`config.mk`:
```
export PLATFORM = sky130hd
export DESIGN_NAME = life_aging_cell_byte_update
export DESIGN_NICKNAME = d
export VERILOG_FILES = /design/src/hdl/lacbu_pkg.sv /design/src/hdl/lacbu_next_gen.sv /design/src/hdl/life_aging_cell_byte_update.sv
export SDC_FILE = /design/constraint.sdc
export NUM_CORES = 1
export LEC_CHECK = 0
export BUFFER_PORTS_ARGS = -buffer_cell sky130_fd_sc_hd__buf_2
export CORE_MARGIN = 8
export CORE_UTILIZATION = 50
export DETAILED_ROUTE_END_ITERATION = 16
export PLACE_DENSITY = 0.87
export SLEW_MARGIN = 0
export SYNTH_ARGS = -nofsm -noshare
export SYNTH_HDL_FRONTEND = slang
export SYNTH_SLANG_ARGS = --single-unit
```
`constraint.sdc`:
```
create_clock -name clk -period 4.74 [get_ports clk]
set_clock_uncertainty 0.05 [all_clocks]
set_input_delay 0 -clock clk [delete_from_list [all_inputs] [get_ports clk]]
set_output_delay 0 -clock clk [all_outputs]
set_load 0.02 [all_outputs]
```
`src/hdl/lacbu_pkg.sv`:
```
// Shared types, constants and cell rule functions for the aging Life byte update.
package lacbu_pkg;

  localparam int unsigned BYTE_W  = 8;
  localparam int unsigned CELL_W  = 2;
  localparam int unsigned CELLS   = BYTE_W / CELL_W;
  localparam int unsigned ROW_W   = CELLS + 2;
  localparam int unsigned COUNT_W = 4;

  localparam logic [CELL_W-1:0]  AGE_DEAD = 2'd0;
  localparam logic [CELL_W-1:0]  AGE_BORN = 2'd1;
  localparam logic [CELL_W-1:0]  AGE_MAX  = 2'd3;
  localparam logic [COUNT_W-1:0] CNT_TWO  = 4'd2;
  localparam logic [COUNT_W-1:0] CNT_THREE = 4'd3;

  typedef logic [BYTE_W-1:0]  byte_t;
  typedef logic [CELL_W-1:0]  age_t;
  typedef logic [CELLS-1:0]   mask_t;
  typedef logic [ROW_W-1:0]   row_t;
  typedef logic [COUNT_W-1:0] count_t;

  // The nine bytes of one neighborhood, as one item.
  typedef struct packed {
    byte_t above_left;
    byte_t above_mid;
    byte_t above_right;
    byte_t left_byte;
    byte_t center_byte;
    byte_t right_byte;
    byte_t below_left;
    byte_t below_mid;
    byte_t below_right;
  } nbhd_t;

  // Live flag per cell of a packed byte.
  function automatic mask_t live_bits(input byte_t b);
    mask_t r;
    for (int i = 0; i < CELLS; i++) begin
      r[i] = |b[CELL_W*i +: CELL_W];
    end
    return r;
  endfunction

  // Six-bit live row: the right cell of the left byte, four middle cells,
  // the left cell of the right byte.
  function automatic row_t live_row(input byte_t l, input byte_t m, input byte_t r);
    mask_t ll;
    mask_t mm;
    mask_t rr;
    ll = live_bits(l);
    mm = live_bits(m);
    rr = live_bits(r);
    return {rr[0], mm, ll[CELLS-1]};
  endfunction

  // B3/S23 with saturating age.
  function automatic age_t next_age(input age_t age, input count_t n);
    age_t nage;
    nage = AGE_DEAD;
    if (age != AGE_DEAD) begin
      if (n == CNT_TWO || n == CNT_THREE) begin
        nage = (age == AGE_MAX) ? AGE_MAX : age + AGE_BORN;
      end
    end else if (n == CNT_THREE) begin
      nage = AGE_BORN;
    end
    return nage;
  endfunction

endpackage

```
`src/hdl/lacbu_next_gen.sv`:
```
// Combinational next-generation logic for one packed byte and its change mask.
module lacbu_next_gen
  import lacbu_pkg::*;
(
  input  nbhd_t nbhd,
  output byte_t next_byte,
  output mask_t change_mask
);

  row_t up;
  row_t mid;
  row_t dn;

  assign up  = live_row(nbhd.above_left, nbhd.above_mid, nbhd.above_right);
  assign mid = live_row(nbhd.left_byte, nbhd.center_byte, nbhd.right_byte);
  assign dn  = live_row(nbhd.below_left, nbhd.below_mid, nbhd.below_right);

  for (genvar i = 0; i < CELLS; i++) begin : g_cell
    count_t n;
    age_t   age;
    age_t   nage;

    assign n = count_t'(up[i]) + count_t'(up[i+1]) + count_t'(up[i+2])
             + count_t'(dn[i]) + count_t'(dn[i+1]) + count_t'(dn[i+2])
             + count_t'(mid[i]) + count_t'(mid[i+2]);
    assign age  = nbhd.center_byte[CELL_W*i +: CELL_W];
    assign nage = next_age(age, n);
    assign next_byte[CELL_W*i +: CELL_W] = nage;
    assign change_mask[i] = (nage != age);
  end

endmodule

```
`src/hdl/life_aging_cell_byte_update.sv`:
```
// Top level: input register, next-generation logic and result register.
//
//   channel | direction | ports
//   in      | input     | in_valid, in_stall, in_<nine neighborhood bytes>
//   out     | output    | out_valid, out_stall, out_next_byte, out_change_mask
//
// One item is accepted per cycle while in_stall is low; its result passes through
// the input register, then the result register, with the cell rule between them.
// Reset clears both valid flags; payload registers are not reset.
// A stall on the result side holds the result register and backs up into the
// input register; in_stall rises only when both stages are full and blocked.
module life_aging_cell_byte_update
  import lacbu_pkg::*;
(
  input  logic  clk,
  input  logic  rst_n,
  input  logic  in_valid,
  output logic  in_stall,
  input  byte_t in_above_left,
  input  byte_t in_above_mid,
  input  byte_t in_above_right,
  input  byte_t in_left_byte,
  input  byte_t in_center_byte,
  input  byte_t in_right_byte,
  input  byte_t in_below_left,
  input  byte_t in_below_mid,
  input  byte_t in_below_right,
  output logic  out_valid,
  input  logic  out_stall,
  output byte_t out_next_byte,
  output mask_t out_change_mask
);

  logic  in_vld_r;
  nbhd_t nbhd_r;
  logic  out_vld_r;
  byte_t next_byte_r;
  mask_t change_mask_r;
  byte_t next_byte_nxt;
  mask_t change_mask_nxt;
  logic  out_load;
  logic  in_load;

  assign out_load = !out_vld_r || !out_stall;
  assign in_load  = !in_vld_r || out_load;
  assign in_stall = !in_load;

  always_ff @(posedge clk) begin
    if (!rst_n) begin
      in_vld_r  <= 1'b0;
      out_vld_r <= 1'b0;
    end else begin
      if (in_load) begin
        in_vld_r <= in_valid;
      end
      if (out_load) begin
        out_vld_r <= in_vld_r;
      end
    end
  end

  always_ff @(posedge clk) begin
    if (in_load && in_valid) begin
      nbhd_r <= '{above_left:  in_above_left,
                  above_mid:   in_above_mid,
                  above_right: in_above_right,
                  left_byte:   in_left_byte,
                  center_byte: in_center_byte,
                  right_byte:  in_right_byte,
                  below_left:  in_below_left,
                  below_mid:   in_below_mid,
                  below_right: in_below_right};
    end
    if (out_load && in_vld_r) begin
      next_byte_r   <= next_byte_nxt;
      change_mask_r <= change_mask_nxt;
    end
  end

  lacbu_next_gen u_next_gen (
    .nbhd        (nbhd_r),
    .next_byte   (next_byte_nxt),
    .change_mask (change_mask_nxt)
  );

  assign out_valid       = out_vld_r;
  assign out_next_byte   = next_byte_r;
  assign out_change_mask = change_mask_r;

endmodule

```
Word level (Yosys, flattened, before mapping)
Cells that the tools add are included.
{"block": "word_totals", "out_inout_bits": 14, "latch_bits": 0, "rom_bits": 0, "reg_bits": 68, "elab_cells": 111, "input_bits": 76, "memories": 0, "mem_bits_rw": 0}
{"block": "op_classes", "n_lt_le_gt_ge": 0, "eq_ne": 16, "div": 0, "n_mul": 0, "addsub": 32, "n_mux": 16, "n_shift": 0, "bitwise": 0, "reduce_logical": 34}
{"cell": "adder 4 x 1 -> 4 bit", "count": 24}
{"cell": "OR reduction 2 bit", "count": 18}
{"cell": "== test 4 x 2 -> 1 bit, second input constant", "count": 8}
{"cell": "2-to-1 mux 2 bit", "count": 12}
{"cell": "adder 1 x 1 -> 2 bit", "count": 4}
{"cell": "adder 2 x 1 -> 2 bit, second input constant", "count": 4}
{"cell": "== test 2 bit, second input constant", "count": 4}
{"cell": "!= test 2 bit", "count": 4}
{"cell": "nonzero test 2 bit", "count": 4}
{"cell": "logical OR 1 bit", "count": 6}
{"cell": "zero test 1 bit", "count": 4}
{"cell": "2-to-1 mux 1 bit", "count": 4}
{"cell": "logical AND 1 bit", "count": 2}

Logic depth before layout (Yosys ltp)
Gate-level depths: netlist (run 1).
{"block": "logic_depth", "depth_word": 13, "depth_mapped": 13, "mapped_depth_nobuf": 13}

Hierarchy
From an unflattened synthesis (run 1), not the netlist that was laid out.
{"block": "hier_totals", "hier_cells": 207, "area_unflattened_um2": 3590.9}
{"module": "life_aging_cell_byte_update", "instances": 1, "seq_area_each_um2": 2562.5, "area_each_um2": 2606.2, "cells_per_inst": 92}
{"module": "lacbu_next_gen", "instances": 1, "seq_area_each_um2": 0.0, "area_each_um2": 984.7, "cells_per_inst": 115}

Worst setup path before layout (run 1)
OpenSTA, ideal clock, no wires.
{"block": "synth_timing", "path_kind": "register to register", "start": "reg nbhd_r[61] in the netlist's numbering", "end": "reg change_mask_r[2], in the netlist out_change_mask[2] (data pin)", "synth_period_minus_slack_ns": 3.764, "path_stages_with_launch": 13, "setup_ns": 0.269, "slack_ns": 0.976, "n_path_buf": 0, "arrival_ns": 3.446, "required_ns": 4.421, "path_cell_list": "edfxtp_1 > or2_2 > ha_1 > inv_1 > fa_1 > fa_1 > inv_1 > fa_1 > inv_1 > fa_1 > nor3b_1 > a41oi_2 > a2bb2oi_1"}
{"block": "synth_via", "elab_chain_len": 13, "word_cells_on_any_way": 15, "cone_classes": "7 x add/sub; 3 x eq/ne; 3 x mux; 2 x reduce/logical"}
{"item": "start, declared", "line_no": "life_aging_cell_byte_update.sv:35", "text": "nbhd_t nbhd_r;"}
{"item": "start signal, assigned", "line_no": "life_aging_cell_byte_update.sv:64", "text": "nbhd_r <= '{above_left: in_above_left,"}
{"item": "OR reduction 2 bit *", "line_no": "lacbu_pkg.sv:39", "text": "r[i] = |b[CELL_W*i +: CELL_W];"}
{"item": "adder 1 x 1 -> 2 bit *", "line_no": "lacbu_next_gen.sv:23", "text": "assign n = count_t'(up[i]) + count_t'(up[i+1]) + count_t'(up[i+2])"}
{"item": "adder 4 x 1 -> 4 bit *", "line_no": "lacbu_next_gen.sv:23"}
{"item": "adder 4 x 1 -> 4 bit * (3 in series)", "line_no": "lacbu_next_gen.sv:24", "text": "+ count_t'(dn[i]) + count_t'(dn[i+1]) + count_t'(dn[i+2])"}
{"item": "adder 4 x 1 -> 4 bit * (2 in series)", "line_no": "lacbu_next_gen.sv:25", "text": "+ count_t'(mid[i]) + count_t'(mid[i+2]);"}
{"item": "== test 4 x 2 -> 1 bit (on tied branches)", "line_no": "lacbu_pkg.sv:61, lacbu_pkg.sv:64"}
{"item": "logical OR 1 bit", "line_no": "lacbu_pkg.sv:61", "text": "if (n == CNT_TWO || n == CNT_THREE) begin"}
{"item": "2-to-1 mux 2 bit", "line_no": "lacbu_pkg.sv:61"}
{"item": "2-to-1 mux 2 bit *", "line_no": "lacbu_pkg.sv:60", "text": "if (age != AGE_DEAD) begin"}
{"item": "!= test 2 bit *", "line_no": "lacbu_next_gen.sv:29", "text": "assign change_mask[i] = (nage != age);"}
{"item": "net change_mask_nxt[2]", "line_no": "life_aging_cell_byte_update.sv:40", "text": "mask_t change_mask_nxt;"}
{"item": "end signal, assigned", "line_no": "life_aging_cell_byte_update.sv:76", "text": "change_mask_r <= change_mask_nxt;"}
{"item": "end, declared", "line_no": "life_aging_cell_byte_update.sv:38", "text": "mask_t change_mask_r;"}
The timed path passes the listed nets; every way through them passes the cells marked *.
A chain may end at the register's enable or synchronous reset.

Worst setup path in the final report (run 1)
Ends and elaborated chain as after synthesis.

==> flow_summary.ini, run 1 <==
[sta]
min_period_over_period_pct = 82.1
setup_viol = 0
min_period_ns = 3.89
final.setup.tns_ns = 0
maxSlewViolCount = 0
hold_violations = 0
tightest_slew_ns = 1.18
max_freq_mhz = 257
setup_slack_ns = 0.847
max_slew_margin_pct = 21.0
rsz0062_at_grt = no

[place]
port_buffers = 53
postPlaceCellArea_mm2 = 0.00292
place_ws_ns = 0.810
hpwl_um = 3380
place_congestion = 0.779

[floorplan]
die_w_um = 87.6
start_util_pct = 51.1
die_y_um = 87.6
row_count = 26
io_pins = 90
fp.dieArea_mm2 = 0.00767
core_mm2 = 0.00501

[global_routing]
grt_use_total_pct = 14.3
antenna_found_initial = 0
grt_pass1_wl_um = 8310
overflow = 0
grt_max_degree = 37
grt_pass1_vias = 1870

[routing]
drt_pass1_iterations = 4
drc = 0
wl_um = 5040
ant_nets = 0
drt_iter0_drc = 87
viasPerCell = 4.80
vias = 1704
post_drt_wl_per_cell_um = 14.2

[synth]
synth_nets = 288
netlist_area_mm2 = 0.00256
synth.distinct_cells = 34
yosysSeqAreaShare_pct = 57.8
ys_ff_latch = 50
syn_inst = 184
syn_area_per_cell_um2 = 13.9
ys_warn_count = 0

[power]
p_leak_nw = 1.44
power_density_mw_per_mm2 = 326
ir_worst_vdd_uv = 200

[finish]
nets = 387
multi_input_area_um2 = 975
regArea_mm2 = 0.00148
layout_common_cells = 53 x buf_2, 48 x edfxtp_1, 39 x dlygate4sd3_1
final_util_pct = 68.1
fin_area_mm2 = 0.00341
layout_commonest_cell = buf_2
fillers = 370
drive_above_1_share_pct = 27.8
area_delta_synth_final_pct = 33.1

[clock_tree]
cts_resized = 0
clk_pin_slew_ns = 0.09
cts-buffers-inserted = 5
clock_sinks = 50
cts_buffer_depth = 2
clock_latency_ns = 0.30
htree_levels = 2
cts_root_buf = clkbuf_8
cts_tree = done

[setup_path]
cp_common_cell = fa_1
cpPeakStageDelay_ns = 0.54
crit_fanout = 4
critPathRequiredTime_ns = 4.74
ff2ff_setup_slack_ns = 0.85
end_kind = register
critPathSlowestCell = fa_1
reg2reg_depth = 12
critical_path.endpoint = out_change_mask[2]$_DFFE_PP_
r2r-start = nbhd_r[61]$_DFFE_PP_
crit_type = reg2reg
startpoint = nbhd_r[61]$_DFFE_PP_
path_cells = or2_2 > ha_1 > inv_1 > fa_1 > fa_1 > inv_1 > fa_1 > inv_1 > fa_1 > nor3b_1 > a41oi_2 > a2bb2oi_1
start_kind = register
r2r-end = out_change_mask[2]$_DFFE_PP_
critPathArrivalTime_ns = 3.89

[hold_path]
hold_start = in_valid
hold_path.class = in2reg

[status]
outcome = finished, final reports clean

[run]
drv_cap = 0
[synthesized netlist by cell type (all sizes together)]
cell,n,area [µm²]
and4bb,2,25.0
o21a,2,15.0
a21oi,7,38.8
and3,1,6.26
edfxtp,48,1440
nor4bb,1,10.0
a31oi,2,12.5
nor2b,4,32.5
a32oi,1,16.3
and2b,1,7.51
nor4b,5,56.3
nor2,22,82.6
nand2b,2,12.5
nor4,1,6.26
a2bb2oi,3,26.3
xnor2,1,8.76
and2,1,6.26
a21o,1,8.76
inv,30,113
or2,9,58.8
ha,13,163
a41oi,2,25.0
dfxtp,2,40.0
fa,15,300
nor3b,3,22.5
nand2,3,11.3
a22oi,1,7.51
a21boi,1,7.51
[kinds of logic (layout without fill, tap and decap cells)]
family,after synthesis,after routing,synth area share [%]
simple gates,55,55,13.2
flops,50,50,57.8
buf+inv,30,130,4.40
fa+ha+maj,28,28,18.1
compound gates,20,20,6.16
xor+xnor,1,1,0.342
other cells,0,1,0
[what timing repair did]
action | CTS | global route
buffers inserted | 0 | 0
hold buffers | 39 | 0
hold endpoints to repair | 38 | 0
[critical path: cells and delay by family, from the launching register on]
kind	cells	cell delay, ns
AOI/OAI and AO/OA	2	0.25
buffers and inverters	3	0.18
adders and majority gates	5	2.20
and+or+nand+nor	2	0.58
DFF	1	0.38
[report_power, final]
part | switching, W | total [W] | internal [W]
sequential | 0.00000844 | 0.000529 | 0.000521
combinational | 0.000172 | 0.000328 | 0.000157
clock | 0.000137 | 0.000254 | 0.000117
[final cells by class]
cell class,instances,area share (%)
Inverter,30,3.30
Tap cell,70,2.57
Timing Repair Buffer,92,19.2
Sequential cell,50,43.4
Antenna cell,1,0.0734
Clock inverter,2,0.367
Multi-Input combinational cell,104,28.6
Clock buffer,6,2.42
[layer usage]
metal / global-route usage, % / vias to the layer above / part of all wire [%]
li1: - / 842 / -
met1: 13.7 / 802 / 36
met2: 26.1 / 46 / 55
met3: 4.32 / 14 / 6.2
met4: 8.59 / 0 / 2.8
met5: 0 / - / 0
[sequential cells by signal, summed over array words and instances (netlist names)]
signal,cells
nbhd_r,36
out_next_byte,8
out_change_mask,4
in_vld_r,1
out_valid,1
[worst min path at each step]
| stage | end | slack, ns | cells after the start |
|---|---|---|---|
| 2_1_floorplan | nbhd_r[0]$_DFFE_PP_ | 0.05 | 0 |
| 3_3_place_gp | nbhd_r[8]$_DFFE_PP_ | 0.13 | 1 |
| 3_5_place_dp | nbhd_r[13]$_DFFE_PP_ | 0.13 | 1 |
| 4_1_cts | nbhd_r[0]$_DFFE_PP_ | 0.24 | 2 |
| 5_1_grt | nbhd_r[0]$_DFFE_PP_ | 0.25 | 2 |
| 6_report | nbhd_r[25]$_DFFE_PP_ | 0.24 | 2 |
[metrics by stage]
stage | power, W | hold slack, ns | cells
floorplan | 0.000767 | 0.0489 | 184
global placement | 0.000821 | 0.126 | 307
detailed placement | 0.000841 | 0.128 | 307
CTS | 0.00112 | 0.237 | 354
global route | 0.00118 | 0.255 | 354
finish | 0.00111 | 0.238 | 355
(Power assumes the default switching activity.)
==> run 2: changes to the inputs <==
==> constraint.sdc (replaced) <==
create_clock -name clk -period 3.92 [get_ports clk]
set_clock_uncertainty 0.05 [all_clocks]
set_input_delay 0 -clock clk [delete_from_list [all_inputs] [get_ports clk]]
set_output_delay 0 -clock clk [all_outputs]
set_load 0.02 [all_outputs]
==> run 2 against run 1 <==
Global-route usage increased by 0.51 points. Highest routed layer unchanged. First-iteration DRC count decreased by 53%. Setup slack got worse by 0.74 ns. Sequential share of layout area decreased by 0.66 points. Largest cell class unchanged. Clock-buffer cell count increased by 1. Total power increased by 27%. Routed wire length increased by 4.2%. Cell count unchanged.
==> flow_summary.ini, run 2 (same netlist as run 1, synthesis figures left out) <==
[status]
outcome = finished, final reports clean

[sta]
max_slew_margin_pct = 23.5
min_period_ns = 3.81
tightest_slew_ns = 1.14
holdWs_ns = 0.235
final.setup.tns_ns = 0
hold_violations = 0
min_period_over_period_pct = 97.2
max_freq_mhz = 262
setup_viol = 0
maxSlewViolCount = 0

[routing]
drt_pass1_iterations = 6
ant_nets = 0
drt_iter0_drc = 41
wl_um = 5250
vias = 1717
viasPerCell = 4.84
drc = 0
post_drt_wl_per_cell_um = 14.8

[finish]
fin_area_mm2 = 0.00346
fillers = 346
top_register = nbhd_r
nets = 388
area_delta_synth_final_pct = 35.2
n_antenna_cell = 0
drive_above_1_share_pct = 30.9
layout_common_cells = 53 x buf_2, 48 x edfxtp_1, 39 x dlygate4sd3_1
largest_reg_flops = 36
layout_commonest_cell = buf_2
final_cell_count_no_fill = 355

[setup_path]
crit_type = reg2reg
critPathRequiredTime_ns = 3.91
reg2reg_depth = 10
crit_fanout = 4
end_kind = register
critPathArrivalTime_ns = 3.81
start_kind = register

[place]
place_congestion = 0.779
port_buffers = 53
hpwl_um = 3460
postPlaceCellArea_mm2 = 0.00293
placedCellCount = 308

[global_routing]
grt_max_degree = 37
grt_pass1_vias = 1908
grt_use_total_pct = 14.8
grt_pass1_wl_um = 8580
antenna_found_initial = 0
overflow = 0

[power]
power_density_mw_per_mm2 = 408
p_leak_nw = 1.44
power_w = 0.00141
ir_worst_vdd_uv = 350

[clock_tree]
cts_tree = done
cts_root_buf = clkbuf_8
clock_sinks = 50
clk_pin_slew_ns = 0.08
cts-buffers-inserted = 5
cts_buffer_depth = 2
clock_latency_ns = 0.30
htree_levels = 2
postCtsSetupRepairBufs = 0

[floorplan]
die_w_um = 87.6
start_util_pct = 51.1
fp.dieArea_mm2 = 0.00767
row_count = 26
io_pins = 90
die_y_um = 87.6
core_mm2 = 0.00501

[hold_path]
hold_path.class = in2reg
hold_path_depth = 2

[run]
drv_cap = 0
-- run 2: per-layer routing --
| layer | up-vias | GRT usage (%) | wire length, µm |
|---|---|---|---|
| met2 | 40 | 27.9 | 2840 |
| met3 | 10 | 4.41 | 295 |
| met5 | - | 0 | 0 |
| li1 | 841 | - | - |
| met1 | 826 | 14.0 | 2010 |
| met4 | 0 | 7.50 | 111 |
-- run 2: where the power goes --
group / internal (W) / leakage (nW) / total (W) / switching (W)
combinational: 0.000204 / 0.913 / 0.000425 / 0.000221
clock: 0.000191 / 0.0524 / 0.000345 / 0.000154
sequential: 0.000630 / 0.477 / 0.000641 / 0.0000107
-- run 2: final timing paths --
path | slack (ns) | to | start
worst max-delay path | 0.11 | out_change_mask[0]$_DFFE_PP_ | nbhd_r[57]$_DFFE_PP_
worst max register to register | 0.11 | out_change_mask[0]$_DFFE_PP_ | nbhd_r[57]$_DFFE_PP_
worst min register to register | 0.48 | out_valid$_SDFFE_PN0P_ | in_vld_r$_SDFFE_PN0N_
worst min-delay path | 0.24 | nbhd_r[63]$_DFFE_PP_ | in_valid
-- run 2: metrics by stage --
step,util [%],setup WS (ns)
finish,69.1,0.109
global route,69.1,-0.0287
CTS,68.5,0.0233
detailed placement,58.5,-0.0292
global placement,58.5,0.0894
floorplan,-,0.156
-- run 2: repair_timing --
| item | in CTS | in global routing |
|---|---|---|
| gates resized for setup | 1 | 9 |
| gates cloned | 0 | 0 |
| pin swaps | 0 | 5 |
| hold buffers | 39 | 0 |
| hold endpoints to repair | 38 | 0 |
| setup endpoints to repair | 1 | 4 |
-- run 2: worst max-delay path: stages (launching register included) --
cell       delay (ns)
edfxtp_1         0.38
or2_2            0.32
ha_1             0.30
fa_1             0.50
inv_1            0.05
fa_1             0.47
fa_1             0.47
fa_2             0.48
nor4b_2          0.29
a21oi_2          0.11
a2bb2oi_1        0.15
-- run 2: layout make-up --
class / instances / area, µm² / share of cell area (%)
Timing Repair Buffer: 93 / 663 / 19.2
Tap cell: 70 / 87.6 / 2.53
Sequential cell: 50 / 1480 / 42.8
Inverter: 30 / 113 / 3.25
Clock inverter: 1 / 30.0 / 0.867
Multi-Input combinational cell: 104 / 1010 / 29.2
Clock buffer: 7 / 76.3 / 2.20
